==> src/sct_pkg.sv <==
package sct_pkg;

  // fixed-point format of angle, terms and result
  localparam int FRAC_BITS = 28;
  localparam int ANGLE_W   = 32;

  // configuration register widths and reset values
  localparam int THR_W = 20;
  localparam int CAP_W = 6;
  localparam logic [THR_W-1:0] THR_RESET = THR_W'(1);
  localparam logic [CAP_W-1:0] CAP_RESET = CAP_W'(24);

  // register map, index taken from paddr[2]
  localparam logic REG_THRESHOLD = 1'b0;
  localparam logic REG_TERM_CAP  = 1'b1;

  // term count
  localparam int MAX_TERMS = 32;
  localparam int TERM_W    = $clog2(MAX_TERMS);

  // term magnitude saturates at 2^61, running sum at plus or minus 2^61
  localparam int MAG_W = 62;
  localparam int ACC_W = MAG_W + 1;
  localparam logic [MAG_W-1:0] TERM_MAX = {1'b1, {(MAG_W-1){1'b0}}};
  localparam logic [MAG_W-1:0] ONE_Q    = MAG_W'(1) << FRAC_BITS;

  // x*x is below 2^63, so the rounded square needs 2*ANGLE_W-1-FRAC_BITS bits
  localparam int X2_W    = 2 * ANGLE_W - 1 - FRAC_BITS;
  localparam int MUL_A_W = 32;
  localparam int MUL_B_W = (X2_W > ANGLE_W) ? X2_W : ANGLE_W;
  localparam int PROD_W  = MUL_A_W + MUL_B_W;
  localparam int MAG_HI_W = MAG_W - MUL_A_W;
  localparam int SUM_W   = PROD_W + MUL_A_W + 1;
  localparam logic [SUM_W-1:0] RND_SUM = SUM_W'(1) << (FRAC_BITS - 1);

  // largest denominator is 62*63 = 3906
  localparam int D_W = 12;

  // divider retires DIV_BITS quotient bits per cycle
  localparam int DIV_BITS  = 4;
  localparam int DIV_CYC   = (MAG_W + DIV_BITS - 1) / DIV_BITS;
  localparam int NUM_W     = DIV_CYC * DIV_BITS;
  localparam int DIV_CNT_W = $clog2(DIV_CYC);

  typedef enum logic [3:0] {
    ST_IDLE,
    ST_SQUARE,
    ST_X2,
    ST_ACC,
    ST_MUL_LO,
    ST_MUL_HI,
    ST_MUL_SUM,
    ST_DIV_LOAD,
    ST_DIV,
    ST_DONE
  } ctrl_state_e;

  typedef enum logic [1:0] {
    MUL_SQUARE,
    MUL_LO,
    MUL_HI
  } mul_sel_e;

  typedef struct packed {
    logic     load;
    mul_sel_e mul_sel;
    logic     x2_load;
    logic     acc_add;
    logic     n_inc;
    logic     d_load;
    logic     lo_save;
    logic     p_calc;
    logic     div_start;
    logic     term_update;
    logic     out_load;
  } dp_cmd_t;

  typedef struct packed {
    logic below_thr;
    logic last_term;
    logic div_done;
  } dp_status_t;

  // series denominator for term n: (2n)(2n+1) for sine, (2n-1)(2n) for cosine
  function automatic logic [D_W-1:0] denom(input logic cosine, input logic [TERM_W-1:0] n);
    logic [TERM_W+1:0] two_n;
    logic [TERM_W+1:0] other;
    logic [2*TERM_W+3:0] prod;
    two_n = {1'b0, n, 1'b0};
    other = cosine ? two_n - (TERM_W+2)'(1) : two_n + (TERM_W+2)'(1);
    prod  = two_n * other;
    return prod[D_W-1:0];
  endfunction

endpackage

==> src/sct_div.sv <==
module sct_div (
  input  logic                         clk_i,
  input  logic                         rst_ni,
  input  logic                         start_i,
  input  logic [sct_pkg::NUM_W-1:0]    num_i,
  input  logic [sct_pkg::D_W-1:0]      den_i,
  output logic                         done_o,
  output logic [sct_pkg::NUM_W-1:0]    quot_o
);

  logic                            run_q;
  logic [sct_pkg::DIV_CNT_W-1:0]   cnt_q;
  logic [sct_pkg::NUM_W-1:0]       quo_q, quo_d;
  logic [sct_pkg::D_W-1:0]         rem_q, rem_d;
  logic [sct_pkg::D_W-1:0]         den_q;

  // restoring division, DIV_BITS bits per cycle
  always_comb begin
    logic [sct_pkg::D_W:0] trial;
    quo_d = quo_q;
    rem_d = rem_q;
    for (int i = 0; i < sct_pkg::DIV_BITS; i++) begin
      trial = {rem_d, quo_d[sct_pkg::NUM_W-1]};
      quo_d = {quo_d[sct_pkg::NUM_W-2:0], 1'b0};
      if (trial >= {1'b0, den_q}) begin
        trial    = trial - {1'b0, den_q};
        quo_d[0] = 1'b1;
      end
      rem_d = trial[sct_pkg::D_W-1:0];
    end
  end

  // iteration control
  always_ff @(posedge clk_i or negedge rst_ni) begin
    if (!rst_ni) begin
      run_q <= 1'b0;
      cnt_q <= '0;
    end else if (start_i) begin
      run_q <= 1'b1;
      cnt_q <= sct_pkg::DIV_CNT_W'(sct_pkg::DIV_CYC - 1);
    end else if (run_q) begin
      if (cnt_q == '0) begin
        run_q <= 1'b0;
      end else begin
        cnt_q <= cnt_q - sct_pkg::DIV_CNT_W'(1);
      end
    end
  end

  // numerator shifts out as quotient shifts in
  always_ff @(posedge clk_i) begin
    if (start_i) begin
      quo_q <= num_i;
      rem_q <= '0;
      den_q <= den_i;
    end else if (run_q) begin
      quo_q <= quo_d;
      rem_q <= rem_d;
    end
  end

  assign done_o = !run_q;
  assign quot_o = quo_q;

endmodule

==> src/sct_dp.sv <==
module sct_dp (
  input  logic                               clk_i,
  input  logic                               rst_ni,
  input  sct_pkg::dp_cmd_t                   cmd_i,
  output sct_pkg::dp_status_t                status_o,
  input  logic                               kind_i,
  input  logic signed [sct_pkg::ANGLE_W-1:0] angle_i,
  input  logic [sct_pkg::THR_W-1:0]          thr_i,
  input  logic [sct_pkg::CAP_W-1:0]          cap_i,
  output logic signed [sct_pkg::ANGLE_W-1:0] value_o,
  output logic                               capped_o,
  output logic                               valid_o
);

  logic                              cos_q;
  logic                              xneg_q;
  logic [sct_pkg::ANGLE_W-1:0]       ax_q;
  logic [sct_pkg::X2_W-1:0]          x2_q;
  logic [sct_pkg::MAG_W-1:0]         mag_q;
  logic                              neg_q;
  logic signed [sct_pkg::ACC_W-1:0]  acc_q;
  logic                              capped_q;
  logic [sct_pkg::TERM_W-1:0]        n_q;
  logic [sct_pkg::D_W-1:0]           d_q;
  logic [sct_pkg::PROD_W-1:0]        prod_q;
  logic [sct_pkg::PROD_W-1:0]        lo_q;
  logic [sct_pkg::MAG_W-1:0]         p_q;
  logic signed [sct_pkg::ANGLE_W-1:0] value_q;
  logic                              capped_out_q;
  logic                              valid_q;

  logic [sct_pkg::ANGLE_W-1:0]       ax_d;
  logic [sct_pkg::MUL_A_W-1:0]       mul_a;
  logic [sct_pkg::MUL_B_W-1:0]       mul_b;
  logic [sct_pkg::PROD_W:0]          sq_rnd;
  logic [sct_pkg::SUM_W-1:0]         psum;
  logic [sct_pkg::SUM_W-sct_pkg::FRAC_BITS-1:0] pshift;
  logic [sct_pkg::MAG_W-1:0]         p_d;
  logic signed [sct_pkg::ACC_W:0]    acc_sum;
  logic signed [sct_pkg::ACC_W-1:0]  acc_d;
  logic [sct_pkg::CAP_W-1:0]         cap_eff;
  logic [sct_pkg::CAP_W-1:0]         cap_last;
  logic [sct_pkg::NUM_W-1:0]         div_num;
  logic [sct_pkg::NUM_W-1:0]         div_quot;
  logic                              div_done;
  logic signed [sct_pkg::ANGLE_W-1:0] value_d;

  localparam int FRAC_BITS_C = sct_pkg::FRAC_BITS;
  localparam logic signed [sct_pkg::ACC_W:0] SUM_HI = (sct_pkg::ACC_W+1)'(sct_pkg::TERM_MAX);
  localparam logic signed [sct_pkg::ACC_W:0] SUM_LO = -SUM_HI;
  localparam logic signed [sct_pkg::ACC_W-1:0] OUT_HI =
    sct_pkg::ACC_W'({1'b0, {(sct_pkg::ANGLE_W-1){1'b1}}});
  localparam logic signed [sct_pkg::ACC_W-1:0] OUT_LO = -OUT_HI - sct_pkg::ACC_W'(1);

  // magnitude of the angle; the most negative code gives 2^31
  assign ax_d = angle_i[sct_pkg::ANGLE_W-1] ? (~angle_i + sct_pkg::ANGLE_W'(1)) : angle_i;

  // shared multiplier operand select
  always_comb begin
    unique case (cmd_i.mul_sel)
      sct_pkg::MUL_SQUARE: begin
        mul_a = ax_q;
        mul_b = sct_pkg::MUL_B_W'(ax_q);
      end
      sct_pkg::MUL_LO: begin
        mul_a = mag_q[sct_pkg::MUL_A_W-1:0];
        mul_b = sct_pkg::MUL_B_W'(x2_q);
      end
      sct_pkg::MUL_HI: begin
        mul_a = sct_pkg::MUL_A_W'(mag_q[sct_pkg::MAG_W-1:sct_pkg::MUL_A_W]);
        mul_b = sct_pkg::MUL_B_W'(x2_q);
      end
      default: begin
        mul_a = '0;
        mul_b = '0;
      end
    endcase
  end

  always_ff @(posedge clk_i) begin
    prod_q <= mul_a * mul_b;
  end

  // rounded square of the angle
  assign sq_rnd = {1'b0, prod_q} + (sct_pkg::PROD_W+1)'(sct_pkg::RND_SUM);

  // recombine partial products, round, drop fraction bits, saturate
  assign psum   = sct_pkg::SUM_W'(lo_q) + (sct_pkg::SUM_W'(prod_q) << sct_pkg::MUL_A_W)
                  + sct_pkg::RND_SUM;
  assign pshift = psum[sct_pkg::SUM_W-1:FRAC_BITS_C];
  assign p_d    = (pshift > (sct_pkg::SUM_W-FRAC_BITS_C)'(sct_pkg::TERM_MAX)) ?
                  sct_pkg::TERM_MAX : pshift[sct_pkg::MAG_W-1:0];

  // signed accumulate with saturation to plus or minus 2^61
  always_comb begin
    if (neg_q) begin
      acc_sum = (sct_pkg::ACC_W+1)'(acc_q) - (sct_pkg::ACC_W+1)'(mag_q);
    end else begin
      acc_sum = (sct_pkg::ACC_W+1)'(acc_q) + (sct_pkg::ACC_W+1)'(mag_q);
    end
    if (acc_sum > SUM_HI) begin
      acc_d = sct_pkg::ACC_W'(SUM_HI);
    end else if (acc_sum < SUM_LO) begin
      acc_d = sct_pkg::ACC_W'(SUM_LO);
    end else begin
      acc_d = acc_sum[sct_pkg::ACC_W-1:0];
    end
  end

  // term cap clamped to 1..32
  always_comb begin
    if (cap_i == '0) begin
      cap_eff = sct_pkg::CAP_W'(1);
    end else if (cap_i > sct_pkg::CAP_W'(sct_pkg::MAX_TERMS)) begin
      cap_eff = sct_pkg::CAP_W'(sct_pkg::MAX_TERMS);
    end else begin
      cap_eff = cap_i;
    end
    cap_last = cap_eff - sct_pkg::CAP_W'(1);
  end

  assign status_o.below_thr = mag_q < sct_pkg::MAG_W'(thr_i);
  assign status_o.last_term = n_q == cap_last[sct_pkg::TERM_W-1:0];
  assign status_o.div_done  = div_done;

  // rounded division by the term denominator
  assign div_num = sct_pkg::NUM_W'(p_q) + sct_pkg::NUM_W'(d_q >> 1);

  sct_div u_div (
    .clk_i   (clk_i),
    .rst_ni  (rst_ni),
    .start_i (cmd_i.div_start),
    .num_i   (div_num),
    .den_i   (d_q),
    .done_o  (div_done),
    .quot_o  (div_quot)
  );

  // saturate the sum to the output range
  always_comb begin
    if (acc_q > OUT_HI) begin
      value_d = {1'b0, {(sct_pkg::ANGLE_W-1){1'b1}}};
    end else if (acc_q < OUT_LO) begin
      value_d = {1'b1, {(sct_pkg::ANGLE_W-1){1'b0}}};
    end else begin
      value_d = acc_q[sct_pkg::ANGLE_W-1:0];
    end
  end

  // series state
  always_ff @(posedge clk_i) begin
    if (cmd_i.load) begin
      cos_q  <= kind_i;
      xneg_q <= angle_i[sct_pkg::ANGLE_W-1];
      ax_q   <= ax_d;
    end
    if (cmd_i.x2_load) begin
      x2_q  <= sq_rnd[FRAC_BITS_C+sct_pkg::X2_W-1:FRAC_BITS_C];
      mag_q <= cos_q ? sct_pkg::ONE_Q : sct_pkg::MAG_W'(ax_q);
      neg_q <= cos_q ? 1'b0 : xneg_q;
      acc_q <= '0;
      n_q   <= '0;
    end
    if (cmd_i.acc_add) begin
      acc_q    <= acc_d;
      capped_q <= !status_o.below_thr;
    end
    if (cmd_i.n_inc) begin
      n_q <= n_q + sct_pkg::TERM_W'(1);
    end
    if (cmd_i.d_load) begin
      d_q <= sct_pkg::denom(cos_q, n_q);
    end
    if (cmd_i.lo_save) begin
      lo_q <= prod_q;
    end
    if (cmd_i.p_calc) begin
      p_q <= p_d;
    end
    if (cmd_i.term_update) begin
      mag_q <= div_quot[sct_pkg::MAG_W-1:0];
      neg_q <= !neg_q;
    end
    if (cmd_i.out_load) begin
      value_q      <= value_d;
      capped_out_q <= capped_q;
    end
  end

  // one-cycle result strobe
  always_ff @(posedge clk_i or negedge rst_ni) begin
    if (!rst_ni) begin
      valid_q <= 1'b0;
    end else begin
      valid_q <= cmd_i.out_load;
    end
  end

  assign value_o  = value_q;
  assign capped_o = capped_out_q;
  assign valid_o  = valid_q;

endmodule

==> src/sct_ctrl.sv <==
module sct_ctrl (
  input  logic                 clk_i,
  input  logic                 rst_ni,
  input  logic                 start_i,
  input  sct_pkg::dp_status_t  status_i,
  output sct_pkg::dp_cmd_t     cmd_o,
  output logic                 busy_o
);

  sct_pkg::ctrl_state_e state_q, state_d;

  // next state
  always_comb begin
    state_d = state_q;
    unique case (state_q)
      sct_pkg::ST_IDLE: begin
        if (start_i) state_d = sct_pkg::ST_SQUARE;
      end
      sct_pkg::ST_SQUARE:   state_d = sct_pkg::ST_X2;
      sct_pkg::ST_X2:       state_d = sct_pkg::ST_ACC;
      sct_pkg::ST_ACC: begin
        if (status_i.below_thr || status_i.last_term) begin
          state_d = sct_pkg::ST_DONE;
        end else begin
          state_d = sct_pkg::ST_MUL_LO;
        end
      end
      sct_pkg::ST_MUL_LO:   state_d = sct_pkg::ST_MUL_HI;
      sct_pkg::ST_MUL_HI:   state_d = sct_pkg::ST_MUL_SUM;
      sct_pkg::ST_MUL_SUM:  state_d = sct_pkg::ST_DIV_LOAD;
      sct_pkg::ST_DIV_LOAD: state_d = sct_pkg::ST_DIV;
      sct_pkg::ST_DIV: begin
        if (status_i.div_done) state_d = sct_pkg::ST_ACC;
      end
      sct_pkg::ST_DONE:     state_d = sct_pkg::ST_IDLE;
      default:              state_d = sct_pkg::ST_IDLE;
    endcase
  end

  always_ff @(posedge clk_i or negedge rst_ni) begin
    if (!rst_ni) begin
      state_q <= sct_pkg::ST_IDLE;
    end else begin
      state_q <= state_d;
    end
  end

  // datapath commands
  always_comb begin
    cmd_o = '0;
    cmd_o.mul_sel = sct_pkg::MUL_SQUARE;
    unique case (state_q)
      sct_pkg::ST_IDLE:     cmd_o.load = start_i;
      sct_pkg::ST_SQUARE:   cmd_o.mul_sel = sct_pkg::MUL_SQUARE;
      sct_pkg::ST_X2:       cmd_o.x2_load = 1'b1;
      sct_pkg::ST_ACC: begin
        cmd_o.acc_add = 1'b1;
        cmd_o.n_inc   = !(status_i.below_thr || status_i.last_term);
      end
      sct_pkg::ST_MUL_LO: begin
        cmd_o.mul_sel = sct_pkg::MUL_LO;
        cmd_o.d_load  = 1'b1;
      end
      sct_pkg::ST_MUL_HI: begin
        cmd_o.mul_sel = sct_pkg::MUL_HI;
        cmd_o.lo_save = 1'b1;
      end
      sct_pkg::ST_MUL_SUM:  cmd_o.p_calc = 1'b1;
      sct_pkg::ST_DIV_LOAD: cmd_o.div_start = 1'b1;
      sct_pkg::ST_DIV:      cmd_o.term_update = status_i.div_done;
      sct_pkg::ST_DONE:     cmd_o.out_load = 1'b1;
      default:              cmd_o.out_load = 1'b0;
    endcase
  end

  assign busy_o = state_q != sct_pkg::ST_IDLE;

endmodule

==> src/sine_cosine_taylor_series_core.sv <==
// Sine or cosine of a signed Q3.28 angle by Taylor series, summed one term at a
// time on a shared 32x35 multiplier and a 4-bit-per-cycle divider. An item is
// accepted when start is high and busy is low; busy then stays high until the
// result appears on value_o and capped_o with valid_o high for exactly one cycle,
// which the receiver cannot stall, so it must take the result in that cycle.
// The next item may start in the strobe cycle; each extra term of the series
// costs two multiplier passes, one recombine, one divider load, a divider run
// and an accumulate. The series ends at the first term below stop_threshold or
// at term_cap terms (0 counts as 1, above 32 as 32); capped_o is set when it
// stops at term_cap with the last term not below stop_threshold.
// Registers: stop_threshold at byte address 0, term_cap at byte address 4.
module sine_cosine_taylor_series_core (
  input  logic                               clk_i,
  input  logic                               rst_ni,
  input  logic                               start,
  output logic                               busy,
  input  logic                               kind_i,
  input  logic signed [sct_pkg::ANGLE_W-1:0] angle_i,
  output logic signed [sct_pkg::ANGLE_W-1:0] value_o,
  output logic                               capped_o,
  output logic                               valid_o,
  input  logic                               psel,
  input  logic                               penable,
  input  logic                               pwrite,
  input  logic [2:0]                         paddr,
  input  logic [31:0]                        pwdata,
  output logic [31:0]                        prdata,
  output logic                               pready
);

  logic [sct_pkg::THR_W-1:0] thr_q;
  logic [sct_pkg::CAP_W-1:0] cap_q;
  logic                      cfg_wr;
  logic                      busy_w;
  sct_pkg::dp_cmd_t          cmd;
  sct_pkg::dp_status_t       status;

  // register write transaction
  assign cfg_wr = psel && penable && pwrite;

  always_ff @(posedge clk_i or negedge rst_ni) begin
    if (!rst_ni) begin
      thr_q <= sct_pkg::THR_RESET;
      cap_q <= sct_pkg::CAP_RESET;
    end else if (cfg_wr) begin
      unique case (paddr[2])
        sct_pkg::REG_THRESHOLD: thr_q <= pwdata[sct_pkg::THR_W-1:0];
        sct_pkg::REG_TERM_CAP:  cap_q <= pwdata[sct_pkg::CAP_W-1:0];
        default:                thr_q <= thr_q;
      endcase
    end
  end

  // register readback
  always_comb begin
    unique case (paddr[2])
      sct_pkg::REG_THRESHOLD: prdata = 32'(thr_q);
      sct_pkg::REG_TERM_CAP:  prdata = 32'(cap_q);
      default:                prdata = '0;
    endcase
  end

  assign pready = 1'b1;

  sct_ctrl u_ctrl (
    .clk_i    (clk_i),
    .rst_ni   (rst_ni),
    .start_i  (start),
    .status_i (status),
    .cmd_o    (cmd),
    .busy_o   (busy_w)
  );

  sct_dp u_dp (
    .clk_i    (clk_i),
    .rst_ni   (rst_ni),
    .cmd_i    (cmd),
    .status_o (status),
    .kind_i   (kind_i),
    .angle_i  (angle_i),
    .thr_i    (thr_q),
    .cap_i    (cap_q),
    .value_o  (value_o),
    .capped_o (capped_o),
    .valid_o  (valid_o)
  );

  assign busy = busy_w;

endmodule

==> config.mk <==
export PLATFORM = sky130hd
export DESIGN_NAME = sine_cosine_taylor_series_core
export DESIGN_NICKNAME = d
export VERILOG_FILES = /design/src/sct_pkg.sv /design/src/sct_div.sv /design/src/sct_dp.sv /design/src/sct_ctrl.sv /design/src/sine_cosine_taylor_series_core.sv
export SDC_FILE = /design/constraint.sdc
export NUM_CORES = 2
export LEC_CHECK = 0
export ABC_AREA = 1
export BUFFER_PORTS_ARGS = -buffer_cell sky130_fd_sc_hd__buf_2
export CAP_MARGIN = 40
export CORE_MARGIN = 3
export CORE_UTILIZATION = 40
export CTS_CLUSTER_SIZE = 30
export DETAILED_ROUTE_END_ITERATION = 10
export HOLD_SLACK_MARGIN = 0.1
export PLACE_DENSITY_LB_ADDON = 0.05
export SYNTH_ARGS = -nofsm -noshare
export SYNTH_HDL_FRONTEND = slang
export SYNTH_SLANG_ARGS = --single-unit
==> constraint.sdc <==
create_clock -name clk_i -period 13.45 [get_ports clk_i]
set_input_delay 2.69 -clock clk_i [delete_from_list [all_inputs] [get_ports clk_i]]
set_output_delay 2.69 -clock clk_i [all_outputs]
set_load 0.005 [all_outputs]
=== Yosys cells after proc, flatten, opt, wreduce, memory -nomap -nowiden ===
Cells that the tools add are included.

* Add/sub/neg operators: 16
* Multipliers: 2
* Magnitude comparators: 11
* Equal/unequal tests: 15
* Mux-type cells: 51
* Bitwise gates (word level): 2
* Reductions and logical operators: 21

{| class="wikitable"
|+ Operators by type and width
! cell !! count
|-
| two-way mux 63 bit || 4
|-
| two-way mux 64 bit || 3
|-
| two-way mux 62 bit || 2
|-
| adder 100 x 28 -> 100 bit, second input constant || 1
|-
| adder 67 x 99 -> 100 bit || 1
|-
| case mux 32 bit (3 select lines) || 1
|-
| greater-than comparator 72 x 62 -> 1 bit, second input constant || 1
|-
| case mux 35 bit (2 select lines) || 1
|-
| multiplier 32 x 35 -> 67 bit || 1
|-
| adder 63 x 63 -> 64 bit || 1
|-
| greater-than comparator 64 x 63 -> 1 bit, second input constant || 1
|-
| less-than comparator 64 x 62 -> 1 bit, second input constant || 1
|-
| two-way mux 32 bit || 2
|-
| case mux 32 bit (2 select lines) || 1
|-
| subtractor 63 x 63 -> 64 bit || 1
|-
| adder 62 x 11 -> 63 bit || 1
|-
| adder 63 x 28 -> 63 bit, second input constant || 1
|-
| greater-than comparator 63 x 32 -> 1 bit, second input constant || 1
|-
| less-than comparator 63 x 32 -> 1 bit, second input constant || 1
|-
| less-than comparator 62 x 20 -> 1 bit || 1
|-
| greater-or-equal comparator 13 x 12 -> 1 bit || 4
|-
| two-way mux 12 bit || 4
|-
| subtractor 12 bit || 4
|-
| case mux 4 bit (9 select lines) || 1
|-
| 35 further kinds || 78
|}

* Bits in registers: 564
* Input bits: 74
* Output and inout port bits: 68

=== Logic depth before layout (Yosys ltp) ===
* Depth in word-level cells: 10
* Mapped depth: 57
* Mapped depth without buffers: 54

=== Cells and area by module ===
A second synthesis with hierarchy kept.

* Cell total of the unflattened synthesis: 10130
* Area, all modules: 76455.8 um^2

{| class="wikitable"
|+ Modules (own cells, without submodules)
! module !! times used !! cells each !! area an instance (um^2) !! sequential area each (um^2)
|-
| sct_dp || 1 || 8983 || 67953.9 || 11786.3
|-
| sct_div || 1 || 913 || 6841.6 || 2647.5
|-
| sine_cosine_taylor_series_core || 1 || 180 || 1347.5 || 654.4
|-
| sct_ctrl || 1 || 54 || 312.8 || 100.1
|}

=== Least setup slack after synthesis ===
No wires, ideal clock.

* Path type: register to register
* From: register u_ctrl.state_q[3]
* To: register u_dp.prod_q[63] (netlist name)
* Setup time: 0.072 ns
* Arrival time: 10.608 ns
* Setup slack: 2.770 ns
* Cell stages (with the launch flop): 42
* Cells stage by stage: dfrtp_1 > nor2_1 > inv_1 > nor2_1 > inv_1 > clkbuf_1 > ha_1 > clkbuf_1 > inv_1 > clkbuf_1 > o21ai_0 > a21oi_1 > nor2_1 > inv_1 > clkbuf_1 > nor2_1 > fa_1 > inv_1 > [... 6 more ...] > fa_1 > inv_1 > fa_1 > inv_1 > ha_1 > nand2_1 > nor2_1 > nand2_1 > nor4_1 > nand2_1 > nand3_1 > a21oi_1 > inv_1 > nand4_1 > nand2_1 > nand2_1 > a21oi_1 > xor2_1

* Word-level cells in the longest chain between the ends: 6
* Elaborated cells between the ends (all ways): 10

{| class="wikitable"
|+ Ends and longest elaborated chain
! what !! RTL line !! text
|-
| start: declaration || sct_ctrl.sv:10 || <nowiki>sct_pkg::ctrl_state_e state_q, state_d;</nowiki>
|-
| start signal: assignment || sct_ctrl.sv:42 || <nowiki>state_q <= sct_pkg::ST_IDLE;</nowiki>
|-
| start signal: assignment || sct_ctrl.sv:44 || <nowiki>state_q <= state_d;</nowiki>
|-
| equality test 4 x 3 -> 1 bit || sct_ctrl.sv:52 || <nowiki>unique case (state_q)</nowiki>
|-
| case mux 2 bit (2 select lines) * || sct_ctrl.sv:52 ||
|-
| equality test 2 x 1 -> 1 bit or equality test 2 bit (tied branches) || sct_dp.sv:60 || <nowiki>unique case (cmd_i.mul_sel)</nowiki>
|-
| OR reduction 2 bit (no source line) || - ||
|-
| case mux 35 bit (2 select lines) || sct_dp.sv:60 ||
|-
| multiplier 32 x 35 -> 67 bit * || sct_dp.sv:81 || <nowiki>prod_q <= mul_a * mul_b;</nowiki>
|-
| end signal: assignment || sct_dp.sv:81 ||
|-
| end: declaration || sct_dp.sv:25 || <nowiki>logic [sct_pkg::PROD_W-1:0] prod_q;</nowiki>
|}

Mark *: on every way between the ends. The rest lies on a longest branch, timed or not.
A chain may end at the register's enable or synchronous reset.

=== Final worst setup path ===
* From: register u_ctrl.state_q[0]
* To: register u_dp.prod_q[54] (netlist name)

The elaborated chain is that of the path after synthesis.

==> results.json <==
{
  "seq_area_frac_synth": 0.201,
  "die-area_sq_mm": 0.194,
  "fin_crit_sh": 0.853,
  "avgSynthCellArea_sq_um": 7.67,
  "r2r_start": "u_ctrl.state_q[0]",
  "root_buffer": "clkbuf_16",
  "drt_wl_total_um": 314000,
  "maxSlewViolCount": 0,
  "netlist_area_sq_mm": 0.0754,
  "design_area_sq_mm": 0.0822,
  "core_area_sq_mm": 0.186,
  "synthSimpleGateAreaFrac": 0.228,
  "synth_top_family_by_area": "adder cells",
  "cts_tree": "built",
  "cts_resized": 0,
  "crit_fanout": 17,
  "start_util": 0.404,
  "cts_max_path_buffers": 3,
  "worst_pin_slew_ns": 0.994,
  "synthCells": 9830,
  "grt_pass1_vias": 66700,
  "fin_nets": 11500,
  "synth-edff-count": 422,
  "yosysUniqueCellTypes": 63,
  "drive_gt1_frac": 0.0577,
  "cpMostUsedCell": "inv_1",
  "synth_xor_area_frac": 0.0413,
  "relSlewSlack": 0.337,
  "fillers": 19300,
  "cp.arrival_ns": 12.04,
  "use_met2": 0.543,
  "dpl_cell_area_sq_mm": 0.0796,
  "reg2reg_slack_ns": 1.98,
  "ys_seq_elements": 537,
  "grt_max_degree": 91,
  "fin_ws_ns": 1.98,
  "clock_latency_ns": 0.70,
  "min_from": "u_dp.capped_q",
  "post-route-min-period_ns": 11.47,
  "synth_ff_type": "edfxtp_1",
  "cts_htree_levels": 3,
  "setup_viol": 0,
  "gr-total-overflow": 0,
  "antenna_left": 0,
  "fmax_ghz": 0.0872,
  "synth.area.mux_share": 0,
  "crit_start": "u_ctrl.state_q[0]",
  "synth_adder_area_share": 0.345,
  "start_kind": "flip-flop",
  "first_pass_iters": 6,
  "met1_usage": 0.407,
  "cpPeakStageDelay_ns": 0.69,
  "status": "finished, final reports clean",
  "die_y_um": 440,
  "clock_skew_ns": 0.0404,
  "yosysWarnings": 0,
  "rows": 158,
  "use_met3": 0.0472,
  "async_flop_share": 0.0670,
  "route.detailed.drc": 0,
  "synth_compound_area_frac": 0.0610,
  "io_buffers": 114,
  "end_kind": "flip-flop",
  "rsz0062_at_grt": "no",
  "hold_class": "flip-flop to flip-flop",
  "busiest_layer": "met2",
  "hold_viol_final": 0,
  "vias": 65600,
  "clkSlewWorstSetupHoldPaths_ns": 0.06,
  "area_growth_pct": 9.04,
  "place_inst": 12300,
  "cap_violations": 0,
  "grt_pass1_wl_um": 458000,
  "post-place-ws_ns": 2.08,
  "drt_iter0_markers": 5333,
  "wl_per_cell_um": 25.1,
  "dieWidth_um": 440,
  "place_congestion": 0.998,
  "ctsHoldBuffers": 0,
  "cp_slowest_cell": "a21oi_1",
  "grt_usage": 0.327,
  "required_ns": 14.02,
  "antenna_found_initial": 15,
  "post-dp-hpwl_um": 264000,
  "path_class": "flip-flop to flip-flop",
  "vias_per_cell": 5.26,
  "ios": 142,
  "numCtsBuffers": 72,
  "fin_cells": 12500,
  "postCtsSetupBuffers": 0,
  "cts.sinks": 537,
  "fin_setup_tns_ns": 0
}
## registers in the layout, indices dropped and copies added, names as in the netlist, 35 cells and up
signal	count
u_dp.x2_q	35
u_dp.u_div.quot_o	64
u_dp.mag_q	62
u_dp.p_q	62
u_dp.prod_q	67
u_dp.acc_q	63
u_dp.lo_q	40
## stage by stage
step           hold WS, ns  utilization
2_1_floorplan        0.400            -
3_3_place_gp         0.402        0.425
3_5_place_dp         0.405        0.427
4_1_cts              0.418        0.441
5_1_grt              0.443        0.441
6_report             0.419        0.441
## layout make-up
cell class / instances / area, sq um / share of cell area
Clock buffer: 81 / 1900 / 0.0231
Antenna cell: 4 / 10.0 / 0.000122
Timing Repair Buffer: 293 / 2170 / 0.0264
Clock inverter: 53 / 607 / 0.00739
Sequential cell: 537 / 15200 / 0.184
Tap cell: 2480 / 3100 / 0.0378
Inverter: 2152 / 8080 / 0.0983
Multi-Input combinational cell: 6878 / 51100 / 0.622
## critical path: cells and delay by family (launching register included)
family | cells | cell delay [ns]
buf+inv | 11 | 2.12
xor+xnor | 1 | 0.16
simple gates | 8 | 1.35
fa+ha+maj | 10 | 5.07
flops | 1 | 0.45
compound gates | 6 | 2.19
## layout by cell type (no fill, tap or decap), types with 13 or more instances in the layout
master	n
nand2_1	2287
inv_1	2124
nor2_1	1239
fa_1	1006
ha_1	468
edfxtp_1	422
a21oi_1	340
nand3_1	294
o21ai_0	259
xor2_1	227
buf_4	158
nand4_1	133
xnor2_1	128
buf_2	116
nor3_1	80
dfxtp_1	79
clkbuf_16	74
nor2_2	46
nor4_1	44
a31oi_1	38
a21oi_2	33
dfrtp_1	33
clkinv_1	31
o21bai_1	24
conb_1	17
o22ai_1	13
nor2_4	13
a32o_1	13
or2_2	13
nand3b_1	13
## cells by family (layout without fill, tap and decap cells)
group	Yosys count	count (layout)
other	2	21
buffers and inverters	2430	2579
adders and majority gates	1475	1475
AOI/OAI and AO/OA	816	816
xor gates and xnor gates	355	355
and+or+nand+nor	4215	4215
DFF	537	537
## metal layers
metal,vias up,part of all wire
li1,30100,-
met2,2313,0.47
met5,-,0.00023
met1,32500,0.40
met3,622,0.060
met4,12,0.073
## worst paths after layout
kind / end / cells past startpoint
worst max register to register: u_dp.prod_q[54] / 36
min in group asynchronous: cap_q[5] / 1
worst min register to register: u_dp.capped_o / 0
worst min-delay path: u_dp.capped_o / 0
worst max-delay path: u_dp.prod_q[54] / 36
max in group asynchronous: u_ctrl.state_q[2] / 2
## Yosys cell counts (7+ instances only)
cell	number	area, sq um
and3_1	7	43.8
o31ai_1	8	60.1
nand4_1	133	832
o22ai_1	13	81.3
nor2_1	1260	4730
nand3_1	295	1480
dfrtp_1	33	826
a31oi_1	38	238
a32o_1	13	130
o21ai_0	263	1320
xor2_1	227	1990
a21oi_1	348	1740
a21oi_2	25	219
inv_2	9	33.8
or2_2	13	81.3
dfxtp_1	79	1580
o211ai_1	10	75.1
o21bai_1	24	180
clkinv_1	18	67.6
fa_1	1006	20100
nand3b_1	13	97.6
xnor2_1	128	1120
a21boi_0	7	52.6
inv_1	2125	7980
nor4_1	44	275
nand2_1	2288	8590
nand3_2	7	70.1
edfxtp_1	422	12700
ha_1	469	5870
nand2_2	11	68.8
clkbuf_1	224	841
buf_1	11	41.3
buf_6	18	203
nor2_2	35	219
buf_4	15	113
o21a_1	9	67.6
a21o_1	11	82.6
buf_2	10	50.1
a221oi_1	9	78.8
nor3_1	83	415
o21ai_1	14	70.1
Power is not shown: default switching activity piles up to over one toggle a cycle in this logic, so the estimate is an artifact.
